--- config.mk ---
export PLATFORM = sky130hd
export DESIGN_NAME = sorted_priority_stack
export DESIGN_NICKNAME = d
export VERILOG_FILES = /design/src/rtl/core/sps_pkg.sv /design/src/rtl/core/sps_ram.sv /design/src/rtl/core/sps_ctrl.sv /design/src/rtl/core/sps_dp.sv /design/src/rtl/core/sorted_priority_stack.sv
export SDC_FILE = /design/constraint.sdc
export NUM_CORES = 1
export LEC_CHECK = 0
export BUFFER_PORTS_ARGS = -buffer_cell sky130_fd_sc_hd__buf_2
export CELL_PAD_IN_SITES_DETAIL_PLACEMENT = 1
export CELL_PAD_IN_SITES_GLOBAL_PLACEMENT = 2
export CORE_MARGIN = 5
export CORE_UTILIZATION = 35
export CTS_BUF_LIST = sky130_fd_sc_hd__clkbuf_4 sky130_fd_sc_hd__clkbuf_8
export CTS_CLUSTER_DIAMETER = 120
export DETAILED_ROUTE_END_ITERATION = 8
export PLACE_DENSITY_LB_ADDON = 0.1
export SYNTH_ARGS = -nofsm -noshare
export SYNTH_HDL_FRONTEND = slang
export SYNTH_SLANG_ARGS = --single-unit
--- constraint.sdc ---
create_clock -name clock -period 4.95 [get_ports clock]
set_input_delay 0.495 -clock clock [delete_from_list [all_inputs] [get_ports clock]]
set_output_delay 0.495 -clock clock [all_outputs]
set_load 0.01 [all_outputs]
--- src/rtl/core/sps_pkg.sv ---
package sps_pkg;

   localparam int DEPTH_DEFAULT = 16;
   localparam int DATA_W        = 32;
   localparam int FILL_W        = 5;
   localparam int STATUS_W      = 2;

   localparam logic OP_PUSH = 1'b0;
   localparam logic OP_POP  = 1'b1;

   typedef enum logic [STATUS_W-1:0] {
      STAT_OK        = 2'd0,
      STAT_POP_EMPTY = 2'd1,
      STAT_PUSH_FULL = 2'd2
   } sps_status_type;

   // controller -> datapath
   typedef struct packed {
      logic accept;       // latch request word, set status, idx = count
      logic rd_scan;      // read entry idx-1
      logic wr_val;       // write new value at idx
      logic wr_shift;     // move read entry up to idx
      logic step_down;    // idx = idx-1
      logic commit_push;  // count+1, maybe new top
      logic pop_commit;   // count-1
      logic rd_top;       // read entry count-1
      logic load_top;     // top = read data
      logic load_rsp;     // fill result register
   } sps_cmd_type;

   // datapath -> controller
   typedef struct packed {
      logic op_pop;
      logic err;
      logic idx_zero;
      logic less;
      logic empty;
      logic rsp_free;
   } sps_stat_type;

endpackage

--- src/rtl/core/sps_ram.sv ---
module sps_ram #(
   parameter int WIDTH = 32,
   parameter int DEPTH = 16
) (
   input  logic                     clock,
   input  logic                     wr_en,
   input  logic [$clog2(DEPTH)-1:0] wr_addr,
   input  logic [WIDTH-1:0]         wr_data,
   input  logic                     rd_en,
   input  logic [$clog2(DEPTH)-1:0] rd_addr,
   output logic [WIDTH-1:0]         rd_data
);

   logic [WIDTH-1:0] mem_ff [DEPTH];
   logic [WIDTH-1:0] rd_data_ff;

   always_ff @(posedge clock) begin
      if (wr_en) begin
         mem_ff[wr_addr] <= wr_data;
      end
      if (rd_en) begin
         rd_data_ff <= mem_ff[rd_addr];
      end
   end

   assign rd_data = rd_data_ff;

endmodule

--- src/rtl/core/sps_ctrl.sv ---
module sps_ctrl (
   input  logic                 clock,
   input  logic                 reset,
   input  logic                 req_valid,
   output logic                 req_ready,
   input  sps_pkg::sps_stat_type stat,
   output sps_pkg::sps_cmd_type  cmd
);
   import sps_pkg::*;

   typedef enum logic [6:0] {
      S_IDLE   = 7'b0000001,
      S_START  = 7'b0000010,
      S_SCAN   = 7'b0000100,
      S_COMP   = 7'b0001000,
      S_POPCHK = 7'b0010000,
      S_POPRD  = 7'b0100000,
      S_DONE   = 7'b1000000
   } state_type;

   state_type state_ff, state_in;

   always_comb begin
      state_in  = state_ff;
      cmd       = '0;
      req_ready = 1'b0;
      case (state_ff)
         S_IDLE: begin
            req_ready = 1'b1;
            if (req_valid) begin
               cmd.accept = 1'b1;
               state_in   = S_START;
            end
         end
         S_START: begin
            if (stat.err) begin
               state_in = S_DONE;
            end else if (stat.op_pop) begin
               cmd.pop_commit = 1'b1;
               state_in       = S_POPCHK;
            end else begin
               state_in = S_SCAN;
            end
         end
         S_SCAN: begin
            if (stat.idx_zero) begin
               cmd.wr_val      = 1'b1;
               cmd.commit_push = 1'b1;
               state_in        = S_DONE;
            end else begin
               cmd.rd_scan = 1'b1;
               state_in    = S_COMP;
            end
         end
         S_COMP: begin
            // entry below is smaller: lift it and keep going down
            if (stat.less) begin
               cmd.wr_shift  = 1'b1;
               cmd.step_down = 1'b1;
               state_in      = S_SCAN;
            end else begin
               cmd.wr_val      = 1'b1;
               cmd.commit_push = 1'b1;
               state_in        = S_DONE;
            end
         end
         S_POPCHK: begin
            if (stat.empty) begin
               state_in = S_DONE;
            end else begin
               cmd.rd_top = 1'b1;
               state_in   = S_POPRD;
            end
         end
         S_POPRD: begin
            cmd.load_top = 1'b1;
            state_in     = S_DONE;
         end
         S_DONE: begin
            if (stat.rsp_free) begin
               cmd.load_rsp = 1'b1;
               state_in     = S_IDLE;
            end
         end
         default: begin
            state_in = S_IDLE;
         end
      endcase
   end

   always_ff @(posedge clock) begin
      if (reset) begin
         state_ff <= S_IDLE;
      end else begin
         state_ff <= state_in;
      end
   end

   a_done_to_idle: assert property (@(posedge clock) disable iff (reset)
      (state_ff == S_DONE && stat.rsp_free) |=> (state_ff == S_IDLE))
      else $error("result handed off but controller did not return to idle");

   a_one_write: assert property (@(posedge clock) disable iff (reset)
      !(cmd.wr_val && cmd.wr_shift))
      else $error("two RAM write sources in one cycle");

endmodule

--- src/rtl/core/sps_dp.sv ---
module sps_dp #(
   parameter int DEPTH = sps_pkg::DEPTH_DEFAULT
) (
   input  logic                               clock,
   input  logic                               reset,
   input  logic                               req_op,
   input  logic signed [sps_pkg::DATA_W-1:0]  req_data_value,
   input  logic                               rsp_ready,
   output logic                               rsp_valid,
   output logic signed [sps_pkg::DATA_W-1:0]  rsp_top_value,
   output logic                               rsp_is_empty,
   output logic [sps_pkg::FILL_W-1:0]         rsp_fill_count,
   output logic [sps_pkg::STATUS_W-1:0]       rsp_status,
   input  sps_pkg::sps_cmd_type               cmd,
   output sps_pkg::sps_stat_type              stat
);
   import sps_pkg::*;

   localparam int AW = $clog2(DEPTH);
   localparam int CW = $clog2(DEPTH + 1);
   localparam logic [CW-1:0] FULL_COUNT = CW'(DEPTH);

   logic                     op_ff, op_in;
   logic signed [DATA_W-1:0] val_ff, val_in;
   logic [CW-1:0]            idx_ff, idx_in;
   logic [CW-1:0]            count_ff, count_in;
   logic signed [DATA_W-1:0] top_ff, top_in;
   sps_status_type           status_ff, status_in;
   logic                     rsp_valid_ff, rsp_valid_in;
   logic signed [DATA_W-1:0] rsp_top_ff, rsp_top_in;
   logic                     rsp_empty_ff, rsp_empty_in;
   logic [FILL_W-1:0]        rsp_fill_ff, rsp_fill_in;
   sps_status_type           rsp_status_ff, rsp_status_in;

   logic                     ram_wr_en, ram_rd_en;
   logic [AW-1:0]            ram_wr_addr, ram_rd_addr;
   logic [DATA_W-1:0]        ram_wr_data, ram_rd_data;

   logic                     full, empty;
   logic [CW-1:0]            idx_m1, cnt_m1;
   sps_status_type           acc_status;

   sps_ram #(
      .WIDTH (DATA_W),
      .DEPTH (DEPTH)
   ) u_ram (
      .clock   (clock),
      .wr_en   (ram_wr_en),
      .wr_addr (ram_wr_addr),
      .wr_data (ram_wr_data),
      .rd_en   (ram_rd_en),
      .rd_addr (ram_rd_addr),
      .rd_data (ram_rd_data)
   );

   always_comb begin
      full   = (count_ff == FULL_COUNT);
      empty  = (count_ff == '0);
      idx_m1 = idx_ff - 1'b1;
      cnt_m1 = count_ff - 1'b1;

      if (req_op == OP_PUSH && full) begin
         acc_status = STAT_PUSH_FULL;
      end else if (req_op == OP_POP && empty) begin
         acc_status = STAT_POP_EMPTY;
      end else begin
         acc_status = STAT_OK;
      end

      ram_rd_en   = cmd.rd_scan | cmd.rd_top;
      ram_rd_addr = cmd.rd_top ? cnt_m1[AW-1:0] : idx_m1[AW-1:0];
      ram_wr_en   = cmd.wr_val | cmd.wr_shift;
      ram_wr_addr = idx_ff[AW-1:0];
      ram_wr_data = cmd.wr_shift ? ram_rd_data : val_ff;

      stat.op_pop   = (op_ff == OP_POP);
      stat.err      = (status_ff != STAT_OK);
      stat.idx_zero = (idx_ff == '0);
      stat.less     = ($signed(ram_rd_data) < val_ff);
      stat.empty    = empty;
      stat.rsp_free = !rsp_valid_ff || rsp_ready;
   end

   always_comb begin
      op_in         = op_ff;
      val_in        = val_ff;
      idx_in        = idx_ff;
      count_in      = count_ff;
      top_in        = top_ff;
      status_in     = status_ff;
      rsp_valid_in  = rsp_valid_ff;
      rsp_top_in    = rsp_top_ff;
      rsp_empty_in  = rsp_empty_ff;
      rsp_fill_in   = rsp_fill_ff;
      rsp_status_in = rsp_status_ff;

      if (cmd.accept) begin
         op_in     = req_op;
         val_in    = req_data_value;
         idx_in    = count_ff;
         status_in = acc_status;
      end
      if (cmd.step_down) begin
         idx_in = idx_m1;
      end
      if (cmd.commit_push) begin
         count_in = count_ff + 1'b1;
         // landed in the top slot: new minimum
         if (idx_ff == count_ff) begin
            top_in = val_ff;
         end
      end
      if (cmd.pop_commit) begin
         count_in = cnt_m1;
      end
      if (cmd.load_top) begin
         top_in = ram_rd_data;
      end

      if (cmd.load_rsp) begin
         rsp_valid_in  = 1'b1;
         rsp_top_in    = empty ? '0 : top_ff;
         rsp_empty_in  = empty;
         rsp_fill_in   = FILL_W'(count_ff);
         rsp_status_in = status_ff;
      end else if (rsp_ready) begin
         rsp_valid_in = 1'b0;
      end
   end

   always_ff @(posedge clock) begin
      if (reset) begin
         count_ff     <= '0;
         rsp_valid_ff <= 1'b0;
      end else begin
         count_ff     <= count_in;
         rsp_valid_ff <= rsp_valid_in;
      end
      op_ff         <= op_in;
      val_ff        <= val_in;
      idx_ff        <= idx_in;
      top_ff        <= top_in;
      status_ff     <= status_in;
      rsp_top_ff    <= rsp_top_in;
      rsp_empty_ff  <= rsp_empty_in;
      rsp_fill_ff   <= rsp_fill_in;
      rsp_status_ff <= rsp_status_in;
   end

   assign rsp_valid      = rsp_valid_ff;
   assign rsp_top_value  = rsp_top_ff;
   assign rsp_is_empty   = rsp_empty_ff;
   assign rsp_fill_count = rsp_fill_ff;
   assign rsp_status     = rsp_status_ff;

   a_count_bound: assert property (@(posedge clock) disable iff (reset)
      count_ff <= FULL_COUNT)
      else $error("entry count beyond depth");

   a_pop_empty_flag: assert property (@(posedge clock) disable iff (reset)
      (rsp_valid_ff && rsp_status_ff == STAT_POP_EMPTY) |-> (rsp_empty_ff && rsp_top_ff == '0))
      else $error("pop-on-empty result does not show an empty store");

endmodule

--- src/rtl/core/sorted_priority_stack.sv ---
// channel | dir | handshake             | word
// --------+-----+-----------------------+------------------------------------------------
// req_    | in  | req_valid / req_ready | op, data_value
// rsp_    | out | rsp_valid / rsp_ready | top_value, is_empty, fill_count, status
//
// One word at a time. A full/empty error goes straight to the result; a pop
// refetches the new top from the RAM unless it empties the store; a push reads each
// stored entry smaller than the new value and moves it up one slot (through the
// RAM's separate read and write ports) before writing the new value.
// Reset is synchronous; the store needs no clearing pass. A waiting result sits in
// the output register; the next word is taken meanwhile, its result held until free.
module sorted_priority_stack #(
   parameter int DEPTH = sps_pkg::DEPTH_DEFAULT
) (
   input  logic                               clock,
   input  logic                               reset,
   input  logic                               req_valid,
   output logic                               req_ready,
   input  logic                               req_op,
   input  logic signed [sps_pkg::DATA_W-1:0]  req_data_value,
   output logic                               rsp_valid,
   input  logic                               rsp_ready,
   output logic signed [sps_pkg::DATA_W-1:0]  rsp_top_value,
   output logic                               rsp_is_empty,
   output logic [sps_pkg::FILL_W-1:0]         rsp_fill_count,
   output logic [sps_pkg::STATUS_W-1:0]       rsp_status
);
   import sps_pkg::*;

   sps_cmd_type  cmd;
   sps_stat_type stat;

   // sequencer: accept, scan/shift loop for push, top refetch for pop
   sps_ctrl u_ctrl (
      .clock     (clock),
      .reset     (reset),
      .req_valid (req_valid),
      .req_ready (req_ready),
      .stat      (stat),
      .cmd       (cmd)
   );

   // storage (slot 0 = largest), count, cached top and result register
   sps_dp #(
      .DEPTH (DEPTH)
   ) u_dp (
      .clock          (clock),
      .reset          (reset),
      .req_op         (req_op),
      .req_data_value (req_data_value),
      .rsp_ready      (rsp_ready),
      .rsp_valid      (rsp_valid),
      .rsp_top_value  (rsp_top_value),
      .rsp_is_empty   (rsp_is_empty),
      .rsp_fill_count (rsp_fill_count),
      .rsp_status     (rsp_status),
      .cmd            (cmd),
      .stat           (stat)
   );

endmodule
==> out/metrics.cfg <==
[worst_setup_path]
crit_path_end_kind = flop
worstSetupPathType = reg2reg
worstPathMaxFanout = 22
arrival_ns = 4.62
cp.required_ns = 5.33
cp-start-kind = flop

[die]
die_area_mm2 = 0.0845
io_pins = 79
die_h_um = 291
rows = 103
coreArea_mm2 = 0.0786
start_util = 0.351
die_x_um = 291

[flow_run]
maxCapViolations = 0

[detailed_routing]
wl_per_cell_um = 26.4
drtAntennaViolNets = 0
num_vias = 15000
drtPass1Iterations = 4
drc_errors = 0
wirelength_um = 77900
drtIter0Drc = 899
via_per_inst = 5.06

[finish]
instances_no_fill = 2956
layout_commonest_cell = edfxtp_1
final_cell_mix = edfxtp_1, nand2_1, mux2i_1, o211ai_1, mux2_2
area_growth_pct = 14.5
nNetsFinal = 1888
drive_above_1_share = 0.220

[clock_network]
cts_tree = done
cts-htree-levels = 3
clock_sinks = 669
postCtsSetupBuffers = 0
clock_latency_ns = 0.69
cts.repair.resized = 0
clock_path_buffers = 3
cts-root-buf = clkbuf_8
clkSlewWorstSetupHoldPaths_ns = 0.06
numCtsBuffers = 114

[yosys]
synth_ff_type = edfxtp_1
synth_nets = 1726
avgSynthCellArea_um2 = 16.7
synth_area_mm2 = 0.0276
synth.ff_latch_count = 669
yosysWarnings = 0
ys_async_sr_fraction = 0
synth_edf_count = 656
yosysUniqueCellTypes = 57
ys_seq_area_frac = 0.724
syn_inst = 1651

[timing]
layout_min_cycle_time_ns = 4.24
fin_tns_setup_ns = 0
maxSlewHeadroom = 0.201
rsz0062_at_grt = false
fmax_ghz = 0.236
setup_viol = 0
clock_skew_ns = 0.0270
worstMarginPinSlew_ns = 1.17
post-route-period-util = 0.857
hold_violations = 0
slew_viol_final = 0

[pwr]
p_total_uw = 12200
cellLeakagePower_uw = 0.0109
ir_worst_vdd_uv = 168
powerDensity_mw_per_mm2 = 386

[grt]
grt_pass1_wl_um = 112000
grt_remaining_overflow = 0
grt_max_degree = 75
grt_pass1_vias = 15700
grt_use_total = 0.180
antenna_found_initial = 6

[min_path]
hold_class = in2reg

[place]
portBuffers = 78
dp_cells = 2717
gp_congestion = 0.728
dp_hpwl_um = 41000

[run_status]
status = finished, final reports clean

synth_stat cells, types with 2 or more instances:
cell type,instances,area (um^2)
edfxtp_1,656,19700
nand2_1,147,552
mux2i_1,131,1310
o211ai_1,128,961
mux2_2,117,1320
mux2_1,80,901
buf_2,42,210
inv_1,39,146
ha_1,38,475
nand4_1,37,231
nor2b_1,37,231
nor2_1,24,90.1
and2_1,17,106
a21oi_1,14,70.1
buf_6,14,158
clkbuf_1,14,52.6
buf_4,13,97.6
dfxtp_1,13,260
o21ai_0,9,45.0
nor3_1,8,40.0
nand3_1,7,35.0
xor2_1,6,52.6
nand2b_1,5,31.3
nand4b_1,4,35.0
o21a_1,4,30.0
xnor2_1,4,35.0
a31oi_1,3,18.8
and3_1,3,18.8
and4_1,3,26.3
a2111oi_0,2,17.5
a21boi_0,2,15.0
nor3_2,2,20.0
nor3b_1,2,15.0
nor4_1,2,12.5
o21ai_2,2,17.5
final timing paths:
| check | from | cells after the start | slack, ns | endpoint |
|---|---|---|---|---|
| setup / recovery | u_dp.u_ram.rd_data[10] | 9 | 0.71 | u_dp.u_ram.mem_ff[0][7] |
| hold / removal | req_data_value[12] | 1 | 0.1 | u_dp.val_ff[12] |
| setup reg to reg | u_dp.u_ram.rd_data[10] | 9 | 0.71 | u_dp.u_ram.mem_ff[0][7] |
| hold reg to reg | u_dp.top_ff[2] | 1 | 0.53 | u_dp.rsp_top_value[2] |
registers in the layout (all words and copies together), names as in the netlist, 2 cells and up:
register / count
u_ctrl.state_ff: 7
u_dp.u_ram.rd_data: 32
u_dp.idx_ff: 5
u_dp.status_ff: 2
u_dp.count_ff: 5
u_dp.val_ff: 32
u_dp.top_ff: 32
u_dp.u_ram.mem_ff: 512
u_dp.rsp_status: 2
u_dp.rsp_fill_count: 5
u_dp.rsp_top_value: 32
routing by layer:
| layer | part of all wire | wire length [um] | vias to the layer above | global-route usage |
|---|---|---|---|---|
| li1 | - | - | 6760 | - |
| met1 | 0.49 | 37900 | 7797 | 0.264 |
| met2 | 0.45 | 35400 | 298 | 0.281 |
| met3 | 0.038 | 2990 | 101 | 0.0299 |
| met4 | 0.020 | 1540 | 2 | 0.0485 |
| met5 | 0.00017 | 13 | - | 0 |
worst max-delay path: stages, from the launching register on:
cell,delay (ns)
edfxtp_1,0.41
ha_1,0.35
a41oi_1,0.19
o21ai_0,0.21
a2111oi_0,1.07
a21oi_1,0.17
o32ai_2,0.40
nand2_2,0.31
buf_4,0.35
mux2_2,0.46
power breakdown:
| part | internal [uW] | switching (uW) |
|---|---|---|
| sequential | 6330 | 40.0 |
| clock | 2520 | 2210 |
| combinational | 355 | 720 |
| total | 9210 | 2970 |
per-stage QoR:
step	utilization	hold WS [ns]	area, um^2	setup WS [ns]
after global placement	0.371	0.516	29100	0.644
after floorplan	-	0.403	27600	1.20
after CTS	0.402	0.00245	31600	0.617
final	0.402	0.0991	31600	0.708
after global routing	0.402	0.0167	31600	0.459
after detailed placement	0.371	0.521	29100	0.658
timing repair:
item                                    CTS  global route
hold buffers                             30             0
hold endpoints to repair                 30             0
endpoints found under the setup margin    0             0
cells by family after synthesis:
kind of cell             synth area share
AO/OA/AOI/OAI                      0.0458
XOR/XNOR                          0.00318
adder cells (fa/ha/maj)            0.0172
buffers and inverters              0.0242
flip-flops                          0.724
multiplexers                        0.128
AND/OR/NAND/NOR                    0.0578
final cells by class:
| cell class | instances | area [um^2] |
|---|---|---|
| antenna | 1 | 2.50 |
| clock buffer | 151 | 1850 |
| clock inverter | 57 | 289 |
| fill | 7805 | 47000 |
| inverter | 39 | 146 |
| multi-input combinational | 859 | 7060 |
| sequential | 669 | 20000 |
| tap | 1050 | 1310 |
| timing repair buffer | 130 | 956 |
Note: power is estimated with default switching activity, not from simulation.
